--- src/design/msts_pkg.sv ---
// Shared types and constants for the multi-slot timer scheduler.
`timescale 1ns / 1ps
`default_nettype none
package msts_pkg;
  localparam int NUM_SLOTS  = 16;
  localparam int TIME_BITS  = 32;
  localparam int SLOT_W     = 4;
  localparam int CNT_W      = 5;
  localparam int ORD_W      = 16;
  localparam int FIRE_LIMIT = 32;
  localparam int FIRE_W     = 6;

  typedef enum logic [1:0] {
    OP_START = 2'd0,
    OP_STOP  = 2'd1,
    OP_TICK  = 2'd2,
    OP_NONE  = 2'd3
  } opcode_t;

  typedef enum logic [2:0] {
    K_STARTED   = 3'd0,
    K_STOPPED   = 3'd1,
    K_FIRED     = 3'd2,
    K_NO_SLOT   = 3'd3,
    K_NOT_RUN   = 3'd4,
    K_TICK_DONE = 3'd5,
    K_RSV6      = 3'd6,
    K_RSV7      = 3'd7
  } kind_t;

  typedef struct packed {
    logic [1:0]  opcode;
    logic [30:0] delay;
    logic [30:0] period;
    logic [3:0]  timer_id;
  } in_word_t;

  typedef struct packed {
    logic [2:0]  kind;
    logic [3:0]  slot_id;
    logic [31:0] event_time;
    logic [4:0]  active_count;
    logic [4:0]  existing_count;
    logic [4:0]  free_count;
    logic        last;
  } out_word_t;

  typedef enum logic [2:0] {
    ST_IDLE,
    ST_EXEC,
    ST_SCAN,
    ST_DEC,
    ST_FIRE,
    ST_DONE
  } state_t;

  typedef struct packed {
    logic load;
    logic exec;
    logic tick;
    logic scan_clr;
    logic scan_step;
    logic fire;
    logic done;
  } cmd_t;

  typedef struct packed {
    opcode_t op;
    logic    out_free;
    logic    scan_last;
    logic    found;
    logic    fire_last;
  } sts_t;
endpackage
`default_nettype wire

--- src/design/msts_ctrl.sv ---
// Controller state machine of the timer scheduler.
`timescale 1ns / 1ps
`default_nettype none
module msts_ctrl
  import msts_pkg::*;
(
  input  logic clk,
  input  logic rst_n,
  input  logic in_valid,
  output logic in_ready,
  input  sts_t sts,
  output cmd_t cmd
);
  state_t state_r, state_nxt;

  always_ff @(posedge clk) begin
    if (!rst_n) state_r <= ST_IDLE;
    else        state_r <= state_nxt;
  end

  always_comb begin
    state_nxt = state_r;
    cmd       = '0;
    in_ready  = 1'b0;
    unique case (state_r)
      ST_IDLE: begin
        in_ready = 1'b1;
        if (in_valid) begin
          cmd.load  = 1'b1;
          state_nxt = ST_EXEC;
        end
      end
      ST_EXEC: begin
        unique case (sts.op)
          OP_NONE: state_nxt = ST_IDLE;
          OP_TICK: begin
            cmd.tick     = 1'b1;
            cmd.scan_clr = 1'b1;
            state_nxt    = ST_SCAN;
          end
          default: begin
            if (sts.out_free) begin
              cmd.exec  = 1'b1;
              state_nxt = ST_IDLE;
            end
          end
        endcase
      end
      ST_SCAN: begin
        cmd.scan_step = 1'b1;
        if (sts.scan_last) state_nxt = ST_DEC;
      end
      ST_DEC: state_nxt = sts.found ? ST_FIRE : ST_DONE;
      ST_FIRE: begin
        if (sts.out_free) begin
          cmd.fire     = 1'b1;
          cmd.scan_clr = 1'b1;
          state_nxt    = sts.fire_last ? ST_DONE : ST_SCAN;
        end
      end
      ST_DONE: begin
        if (sts.out_free) begin
          cmd.done  = 1'b1;
          state_nxt = ST_IDLE;
        end
      end
      default: state_nxt = ST_IDLE;
    endcase
  end
endmodule
`default_nettype wire

--- src/design/msts_dp.sv ---
// Datapath of the timer scheduler: slot table, free stack, scan and result register.
`timescale 1ns / 1ps
`default_nettype none
module msts_dp
  import msts_pkg::*;
(
  input  logic      clk,
  input  logic      rst_n,
  input  in_word_t  in_data,
  input  cmd_t      cmd,
  output sts_t      sts,
  output logic      out_valid,
  input  logic      out_ready,
  output out_word_t out_data
);
  logic [TIME_BITS-1:0] exp_r [NUM_SLOTS];
  logic [TIME_BITS-1:0] rel_r [NUM_SLOTS];
  logic [ORD_W-1:0]     ord_r [NUM_SLOTS];
  logic [SLOT_W-1:0]    stk_r [NUM_SLOTS];
  logic [NUM_SLOTS-1:0] run_r, run_nxt;

  in_word_t             inw_r;
  logic [TIME_BITS-1:0] cur_r, cur_nxt;
  logic [ORD_W-1:0]     oc_r, oc_nxt;
  logic [CNT_W-1:0]     used_r, used_nxt, depth_r, depth_nxt, act_r, act_nxt;
  logic [SLOT_W-1:0]    idx_r, idx_nxt;
  logic [FIRE_W-1:0]    k_r, k_nxt;
  logic                 found_r, found_nxt;
  logic [SLOT_W-1:0]    best_r, best_nxt;
  logic [TIME_BITS-1:0] bexp_r, bexp_nxt, brel_r, brel_nxt, bage_r, bage_nxt;
  logic [ORD_W-1:0]     boag_r, boag_nxt;
  logic                 ov_r, ov_nxt;
  out_word_t            od_r, od_nxt;

  logic                 wr_en, push, stk_pop;
  logic [SLOT_W-1:0]    wr_slot, rel_slot;
  logic [TIME_BITS-1:0] wr_exp, wr_rel;
  logic [TIME_BITS-1:0] age_i;
  logic [ORD_W-1:0]     oag_i;
  logic                 cand;
  logic                 out_free;
  logic [SLOT_W-1:0]    top_idx;

  assign out_free  = !ov_r || out_ready;
  assign age_i     = cur_r - exp_r[idx_r];
  assign oag_i     = oc_r - ord_r[idx_r];
  assign cand      = run_r[idx_r] && !age_i[TIME_BITS-1] &&
                     (!found_r || age_i > bage_r || (age_i == bage_r && oag_i > boag_r));
  assign top_idx   = SLOT_W'(depth_r - CNT_W'(1));

  assign sts.op        = opcode_t'(inw_r.opcode);
  assign sts.out_free  = out_free;
  assign sts.scan_last = idx_r == SLOT_W'(NUM_SLOTS - 1);
  assign sts.found     = found_r;
  assign sts.fire_last = k_r == FIRE_W'(FIRE_LIMIT - 1);

  assign out_valid = ov_r;
  assign out_data  = od_r;

  always_comb begin
    cur_nxt   = cur_r;
    oc_nxt    = oc_r;
    used_nxt  = used_r;
    depth_nxt = depth_r;
    act_nxt   = act_r;
    run_nxt   = run_r;
    idx_nxt   = idx_r;
    k_nxt     = k_r;
    found_nxt = found_r;
    best_nxt  = best_r;
    bexp_nxt  = bexp_r;
    brel_nxt  = brel_r;
    bage_nxt  = bage_r;
    boag_nxt  = boag_r;
    ov_nxt    = ov_r && !out_ready;
    od_nxt    = od_r;
    wr_en     = 1'b0;
    wr_slot   = best_r;
    wr_exp    = '0;
    wr_rel    = '0;
    push      = 1'b0;
    rel_slot  = best_r;
    stk_pop   = 1'b0;

    if (cmd.tick) begin
      cur_nxt = cur_r + TIME_BITS'(1);
      k_nxt   = '0;
    end
    if (cmd.scan_clr) begin
      idx_nxt   = '0;
      found_nxt = 1'b0;
    end
    if (cmd.scan_step) begin
      idx_nxt = idx_r + SLOT_W'(1);
      if (cand) begin
        found_nxt = 1'b1;
        best_nxt  = idx_r;
        bexp_nxt  = exp_r[idx_r];
        brel_nxt  = rel_r[idx_r];
        bage_nxt  = age_i;
        boag_nxt  = oag_i;
      end
    end

    if (cmd.exec) begin
      ov_nxt            = 1'b1;
      od_nxt.slot_id    = '0;
      od_nxt.event_time = 32'(cur_r);
      od_nxt.last       = 1'b1;
      if (inw_r.opcode == OP_START) begin
        wr_slot = used_r[SLOT_W-1:0];
        if (depth_r != '0) begin
          wr_en     = 1'b1;
          stk_pop   = 1'b1;
          wr_slot   = stk_r[top_idx];
          depth_nxt = depth_r - CNT_W'(1);
        end else if (used_r < CNT_W'(NUM_SLOTS)) begin
          wr_en    = 1'b1;
          used_nxt = used_r + CNT_W'(1);
        end
        if (wr_en) begin
          wr_exp            = cur_r + TIME_BITS'(inw_r.delay);
          wr_rel            = TIME_BITS'(inw_r.period);
          oc_nxt            = oc_r + ORD_W'(1);
          run_nxt[wr_slot]  = 1'b1;
          act_nxt           = act_r + CNT_W'(1);
          od_nxt.kind       = K_STARTED;
          od_nxt.slot_id    = wr_slot;
          od_nxt.event_time = 32'(wr_exp);
        end else begin
          od_nxt.kind = K_NO_SLOT;
        end
      end else begin
        od_nxt.slot_id = inw_r.timer_id;
        rel_slot       = inw_r.timer_id;
        if (run_r[inw_r.timer_id]) begin
          push        = 1'b1;
          od_nxt.kind = K_STOPPED;
        end else begin
          od_nxt.kind = K_NOT_RUN;
        end
      end
    end

    if (cmd.fire) begin
      ov_nxt            = 1'b1;
      od_nxt.kind       = K_FIRED;
      od_nxt.slot_id    = best_r;
      od_nxt.event_time = 32'(bexp_r);
      od_nxt.last       = 1'b0;
      k_nxt             = k_r + FIRE_W'(1);
      if (brel_r == '0) begin
        push = 1'b1;
      end else begin
        wr_en   = 1'b1;
        wr_slot = best_r;
        wr_exp  = bexp_r + brel_r;
        wr_rel  = brel_r;
        oc_nxt  = oc_r + ORD_W'(1);
      end
    end

    if (push) begin
      run_nxt[rel_slot] = 1'b0;
      act_nxt           = act_r - CNT_W'(1);
      if (depth_r < CNT_W'(NUM_SLOTS)) depth_nxt = depth_r + CNT_W'(1);
    end

    if (cmd.done) begin
      ov_nxt            = 1'b1;
      od_nxt.kind       = K_TICK_DONE;
      od_nxt.slot_id    = '0;
      od_nxt.event_time = 32'(cur_r);
      od_nxt.last       = 1'b1;
    end

    if (cmd.exec || cmd.fire || cmd.done) begin
      od_nxt.active_count   = act_nxt;
      od_nxt.existing_count = used_nxt;
      od_nxt.free_count     = depth_nxt;
    end
  end

  always_ff @(posedge clk) begin
    if (!rst_n) begin
      cur_r   <= '0;
      oc_r    <= '0;
      used_r  <= '0;
      depth_r <= '0;
      act_r   <= '0;
      run_r   <= '0;
      idx_r   <= '0;
      k_r     <= '0;
      found_r <= 1'b0;
      ov_r    <= 1'b0;
    end else begin
      cur_r   <= cur_nxt;
      oc_r    <= oc_nxt;
      used_r  <= used_nxt;
      depth_r <= depth_nxt;
      act_r   <= act_nxt;
      run_r   <= run_nxt;
      idx_r   <= idx_nxt;
      k_r     <= k_nxt;
      found_r <= found_nxt;
      ov_r    <= ov_nxt;
    end
  end

  always_ff @(posedge clk) begin
    if (cmd.load) inw_r <= in_data;
    best_r <= best_nxt;
    bexp_r <= bexp_nxt;
    brel_r <= brel_nxt;
    bage_r <= bage_nxt;
    boag_r <= boag_nxt;
    od_r   <= od_nxt;
    if (wr_en) begin
      exp_r[wr_slot] <= wr_exp;
      rel_r[wr_slot] <= wr_rel;
      ord_r[wr_slot] <= oc_r;
    end
    if (push && depth_r < CNT_W'(NUM_SLOTS)) stk_r[depth_r[SLOT_W-1:0]] <= rel_slot;
  end

  // A popped stack entry is never pushed in the same cycle.
  a_pop_push: assert property (@(posedge clk) disable iff (!rst_n) !(stk_pop && push))
    else $error("free stack popped and pushed together");
  // Every handed-out slot is either running or on the free stack.
  a_balance: assert property (@(posedge clk) disable iff (!rst_n)
    (act_r + depth_r) == used_r)
    else $error("slot accounting out of balance");
  a_active: assert property (@(posedge clk) disable iff (!rst_n)
    act_r == CNT_W'($countones(run_r)))
    else $error("active count disagrees with running flags");
  a_fire_lim: assert property (@(posedge clk) disable iff (!rst_n)
    k_r <= FIRE_W'(FIRE_LIMIT))
    else $error("fire limit exceeded");
endmodule
`default_nettype wire

--- src/design/multi_slot_timer_scheduler_core.sv ---
// Top level of the multi-slot timer scheduler.
`timescale 1ns / 1ps
`default_nettype none
// Sixteen-slot one-shot and periodic timer block. Words on the input carry a start, a stop, a
// tick or no operation. Start and stop each give one result word, written to the output register
// once it is free, and the controller returns to idle for the next input word as it is written.
// A tick scans the slot table one slot per cycle, so each fired timer costs a full scan of all
// slots, a decision state and a fire state; at most 32 fires per tick. One word is worked on at
// a time; a new input word is taken while the previous result still waits in the output
// register.
module multi_slot_timer_scheduler_core
  import msts_pkg::*;
(
  input  logic      clk,
  input  logic      rst_n,
  input  logic      in_valid,
  output logic      in_ready,
  input  in_word_t  in_data,
  output logic      out_valid,
  input  logic      out_ready,
  output out_word_t out_data
);
  cmd_t cmd;
  sts_t sts;

  msts_ctrl u_ctrl (
    .clk      (clk),
    .rst_n    (rst_n),
    .in_valid (in_valid),
    .in_ready (in_ready),
    .sts      (sts),
    .cmd      (cmd)
  );

  msts_dp u_dp (
    .clk       (clk),
    .rst_n     (rst_n),
    .in_data   (in_data),
    .cmd       (cmd),
    .sts       (sts),
    .out_valid (out_valid),
    .out_ready (out_ready),
    .out_data  (out_data)
  );
endmodule
`default_nettype wire
--- config.mk ---
export PLATFORM = sky130hd
export DESIGN_NAME = multi_slot_timer_scheduler_core
export DESIGN_NICKNAME = d
export VERILOG_FILES = /design/src/design/msts_pkg.sv /design/src/design/msts_ctrl.sv /design/src/design/msts_dp.sv /design/src/design/multi_slot_timer_scheduler_core.sv
export SDC_FILE = /design/constraint.sdc
export NUM_CORES = 2
export LEC_CHECK = 0
export ABC_AREA = 1
export BUFFER_PORTS_ARGS = -buffer_cell sky130_fd_sc_hd__clkbuf_2
export CAP_MARGIN = 30
export CORE_AREA = 8 8 457 459
export CTS_BUF_LIST = sky130_fd_sc_hd__clkbuf_8
export DETAILED_ROUTE_END_ITERATION = 8
export DIE_AREA = 0 0 465 467
export GPL_ROUTABILITY_DRIVEN = 0
export PLACE_DENSITY_LB_ADDON = 0.08
export SETUP_SLACK_MARGIN = 0.3
export SLEW_MARGIN = 20
export SYNTH_ARGS = -nofsm -noshare
export SYNTH_HDL_FRONTEND = slang
export SYNTH_HIERARCHICAL = 1
export SYNTH_SLANG_ARGS = --single-unit
--- constraint.sdc ---
create_clock -name clk -period 8.85 [get_ports clk]
set_clock_uncertainty 0.05 [all_clocks]
set_input_delay 1.77 -clock clk [delete_from_list [all_inputs] [get_ports clk]]
set_output_delay 1.77 -clock clk [all_outputs]
set_load 0.03 [all_outputs]
==> impl_metrics.env <==
export IMPL_viasPerCell=5.46
export IMPL_worst_slew_pin_slew_ns=1.04
export IMPL_synth_seq_cells=1681
export IMPL_synth_top_area_share_pct=63.7
export IMPL_netlist_area_sq_um=74200
export IMPL_multiInputGateArea_sq_um=22000
export IMPL_core_area_sq_um=201000
export IMPL_ant_nets=0
export IMPL_grt_antenna_before_repair=7
export IMPL_cp_start_kind="flop"
export IMPL_powerDensity_nw_per_um2=193
export IMPL_dieArea_sq_um=217000
export IMPL_synth_xor_area_share_pct=1.03
export IMPL_grt_pass1_wl_microns=354000
export IMPL_cts_buffer_depth=4
export IMPL_cts_max_level=5
export IMPL_synth_top_cells_by_count="edfxtp_1 (1575), nor2_1 (913), nand2_1 (882), o21ai_0 (816), a21oi_1 (387)"
export IMPL_dpl_hpwl_microns=139000
export IMPL_min_from="u_dp/out_data[51]"
export IMPL_gr_usage_all_layers_pct=21.7
export IMPL_post_route_cells_drive_above_1_share_pct=10.8
export IMPL_critPathKind="flop to flop"
export IMPL_ys_seq_area_share_pct=66.6
export IMPL_final_cells=9722
export IMPL_relSlewSlack_pct=30.6
export IMPL_drc=0
export IMPL_cts_root_buf="clkbuf_8"
export IMPL_first_global_vias=51500
export IMPL_num_vias=53100
export IMPL_fin_crit_sh_pct=79.9
export IMPL_syn_to_final_growth_pct=13.1
export IMPL_yosys_area_share_simple_pct=12.1
export IMPL_end_kind="flop"
export IMPL_seq_area_sq_um=49400
export IMPL_die_h_microns=467
export IMPL_drt_pass1_iter_count=6
export IMPL_finalMaxSlewViolations=0
export IMPL_cts_tree="built"
export IMPL_setup_viol=0
export IMPL_synthAdderAreaFrac_pct=2.92
export IMPL_setup_tns_ns=0
export IMPL_fp_dieW_microns=465
export IMPL_synth_edf_count=1575
export IMPL_cts_buffers=318
export IMPL_grt_max_degree=201
export IMPL_ctsResizeCount=0
export IMPL_crit_fanout=95
export IMPL_design_area_sq_um=84000
export IMPL_grt_overflow=0
export IMPL_max_freq_mhz=141
export IMPL_synth_compound_area_share_pct=13.3
export IMPL_portBuffers=128
export IMPL_synthMuxAreaShare_pct=0.0135
export IMPL_async_reset_ff_share_pct=0
export IMPL_dp_cells=9152
export IMPL_ys_warn_count=6
export IMPL_synth_avg_cell_area_sq_um=11.3
export IMPL_cap_viol_max_count=0
export IMPL_hold_viol_final=0
export IMPL_postCtsSetupBuffers=0
export IMPL_cp_required_ns=9.46
export IMPL_worst_skew_pair_late_latency_ns=1.08
export IMPL_synth_area_leaders="edfxtp_1 (64%), o21ai_0 (5.5%), nor2_1 (4.6%), nand2_1 (4.5%), dfxtp_1 (2.9%)"
export IMPL_syn_instance_count=6562
export IMPL_ioPinCount=129
export IMPL_initial_core_util_pct=36.9
export IMPL_min_path_type="flop to flop"
export IMPL_outcome="finished, final reports clean"
export IMPL_synthFlopType="edfxtp_1"
export IMPL_cts_sinks=1681
export IMPL_placed_cell_area_sq_um=78200
export IMPL_rows=165
export IMPL_synth_top_family_by_area="compound AO/OA/AOI/OAI gates"
export IMPL_post_route_min_period_ns=7.07
export IMPL_power_leakage_nw=30.2
export IMPL_vdd_ir_drop_max_mv=0.175
export IMPL_rsz0062_at_grt="no"
export IMPL_synth_nets=6805
export IMPL_fin_nets=7051
export IMPL_routed_wirelength_microns=244000
export IMPL_netlist_top_cell_by_area="edfxtp_1"
export IMPL_fillers=19200
export IMPL_routedWlPerCell_microns=25.1
export IMPL_cts_hold_buf=0
export IMPL_dr_first_iter_drc_count=5207
export IMPL_yosysMostFrequentCell="edfxtp_1"
export IMPL_arrival_ns=7.69
export IMPL_path_clk_slew_ns=0.06
export IMPL_ys_types=65
## final timing paths
check	cells past startpoint	slack, ns	end
setup / recovery	27	1.78	u_dp/brel_r[20]
hold / removal	2	0.42	u_dp/out_data[51]
setup reg to reg	27	1.78	u_dp/brel_r[20]
hold reg to reg	2	0.42	u_dp/out_data[51]
## metal layers
layer / part of all wire (%) / GRT usage, % / up-vias
met5: 0 / 0 / -
met4: 2.2 / 5.59 / 0
met3: 5.5 / 3.06 / 402
met2: 45 / 34.1 / 1679
met1: 47 / 31.7 / 26700
li1: - / - / 24300
## report_power, final
group	total [mW]	switching, mW	leakage (nW)	internal, mW
Sequential	8.71	0.0377	15.1	8.68
Combinational	0.550	0.403	11.8	0.147
Clock	6.93	3.28	3.29	3.65
## sequential cells by signal, indices dropped and copies added (netlist names), 6 cells and up, named ones only
signal,flops
u_dp/exp_r,512
u_dp/rel_r,512
u_dp/ord_r,256
u_dp/inw_r,66
u_dp/stk_r,64
u_dp/out_data,55
u_dp/bage_r,32
u_dp/bexp_r,32
u_dp/brel_r,32
u_dp/cur_r,32
u_dp/boag_r,16
u_dp/oc_r,16
u_dp/run_r,16
u_dp/k_r,6
## layout make-up
cell class                 count  area share (%)
sequential                  1681            58.9
timing repair buffer         257            2.35
clock inverter               212            1.18
inverter                     402            1.84
clock buffer                 336            5.51
antenna                       14          0.0417
multi-input combinational   4148            26.2
tap                         2672            3.98
## worst max-delay path, stage by stage (launching register included)
cell	delay [ns]
dfxtp_4	0.45
inv_8	0.40
buf_16	0.39
buf_4	0.49
o21ai_0	0.14
o221ai_1	0.18
o211ai_1	0.13
nand2_1	0.11
inv_1	0.07
ha_1	0.34
a21o_1	0.18
a31oi_1	0.29
o21ai_0	0.28
a21oi_1	0.29
o21bai_1	0.11
xor2_1	0.17
ha_1	0.30
nand2_1	0.06
nor2_1	0.13
nand2_1	0.11
inv_1	0.06
nand2_1	0.04
nand2_1	0.26
a21boi_0	0.14
nand2_1	0.09
nand3_1	0.16
inv_6	0.49
buf_4	0.63
## stage by stage
step	worst slack, ns	hold WS (ns)	power [mW]	util, %
after floorplan	1.55	0.356	9.22	-
after global placement	1.67	0.408	9.42	38.8
after detailed placement	1.76	0.409	9.43	38.9
after CTS	1.73	0.418	16.4	41.6
after global routing	1.16	0.457	16.8	41.7
final	1.78	0.417	16.2	41.7
## layout by cell type, fill, tap and decap left out, types with 17 or more instances in the layout
cell type,n
a21o_1,18
a21oi_1,387
buf_12,24
buf_4,97
clkbuf_2,129
clkbuf_8,336
clkinv_1,73
dfxtp_1,98
edfxtp_1,1575
ha_1,167
inv_1,482
inv_2,24
nand2_1,880
nand3_1,218
nand4_1,31
nor2_1,895
nor2_4,22
nor3_1,57
o211ai_1,77
o21a_1,17
o21ai_0,798
o21ai_1,25
o21bai_1,18
o221ai_1,191
o22ai_1,131
xnor2_1,25
xor2_1,57
## logic make-up after synthesis
| group | Yosys count |
|---|---|
| buffers and inverters | 733 |
| XOR/XNOR | 84 |
| adder cells (fa/ha/maj) | 171 |
| AO/OA/AOI/OAI | 1707 |
| multiplexers | 1 |
| flip-flops | 1681 |
| AND/OR/NAND/NOR | 2185 |
(Power assumes the default switching activity.)
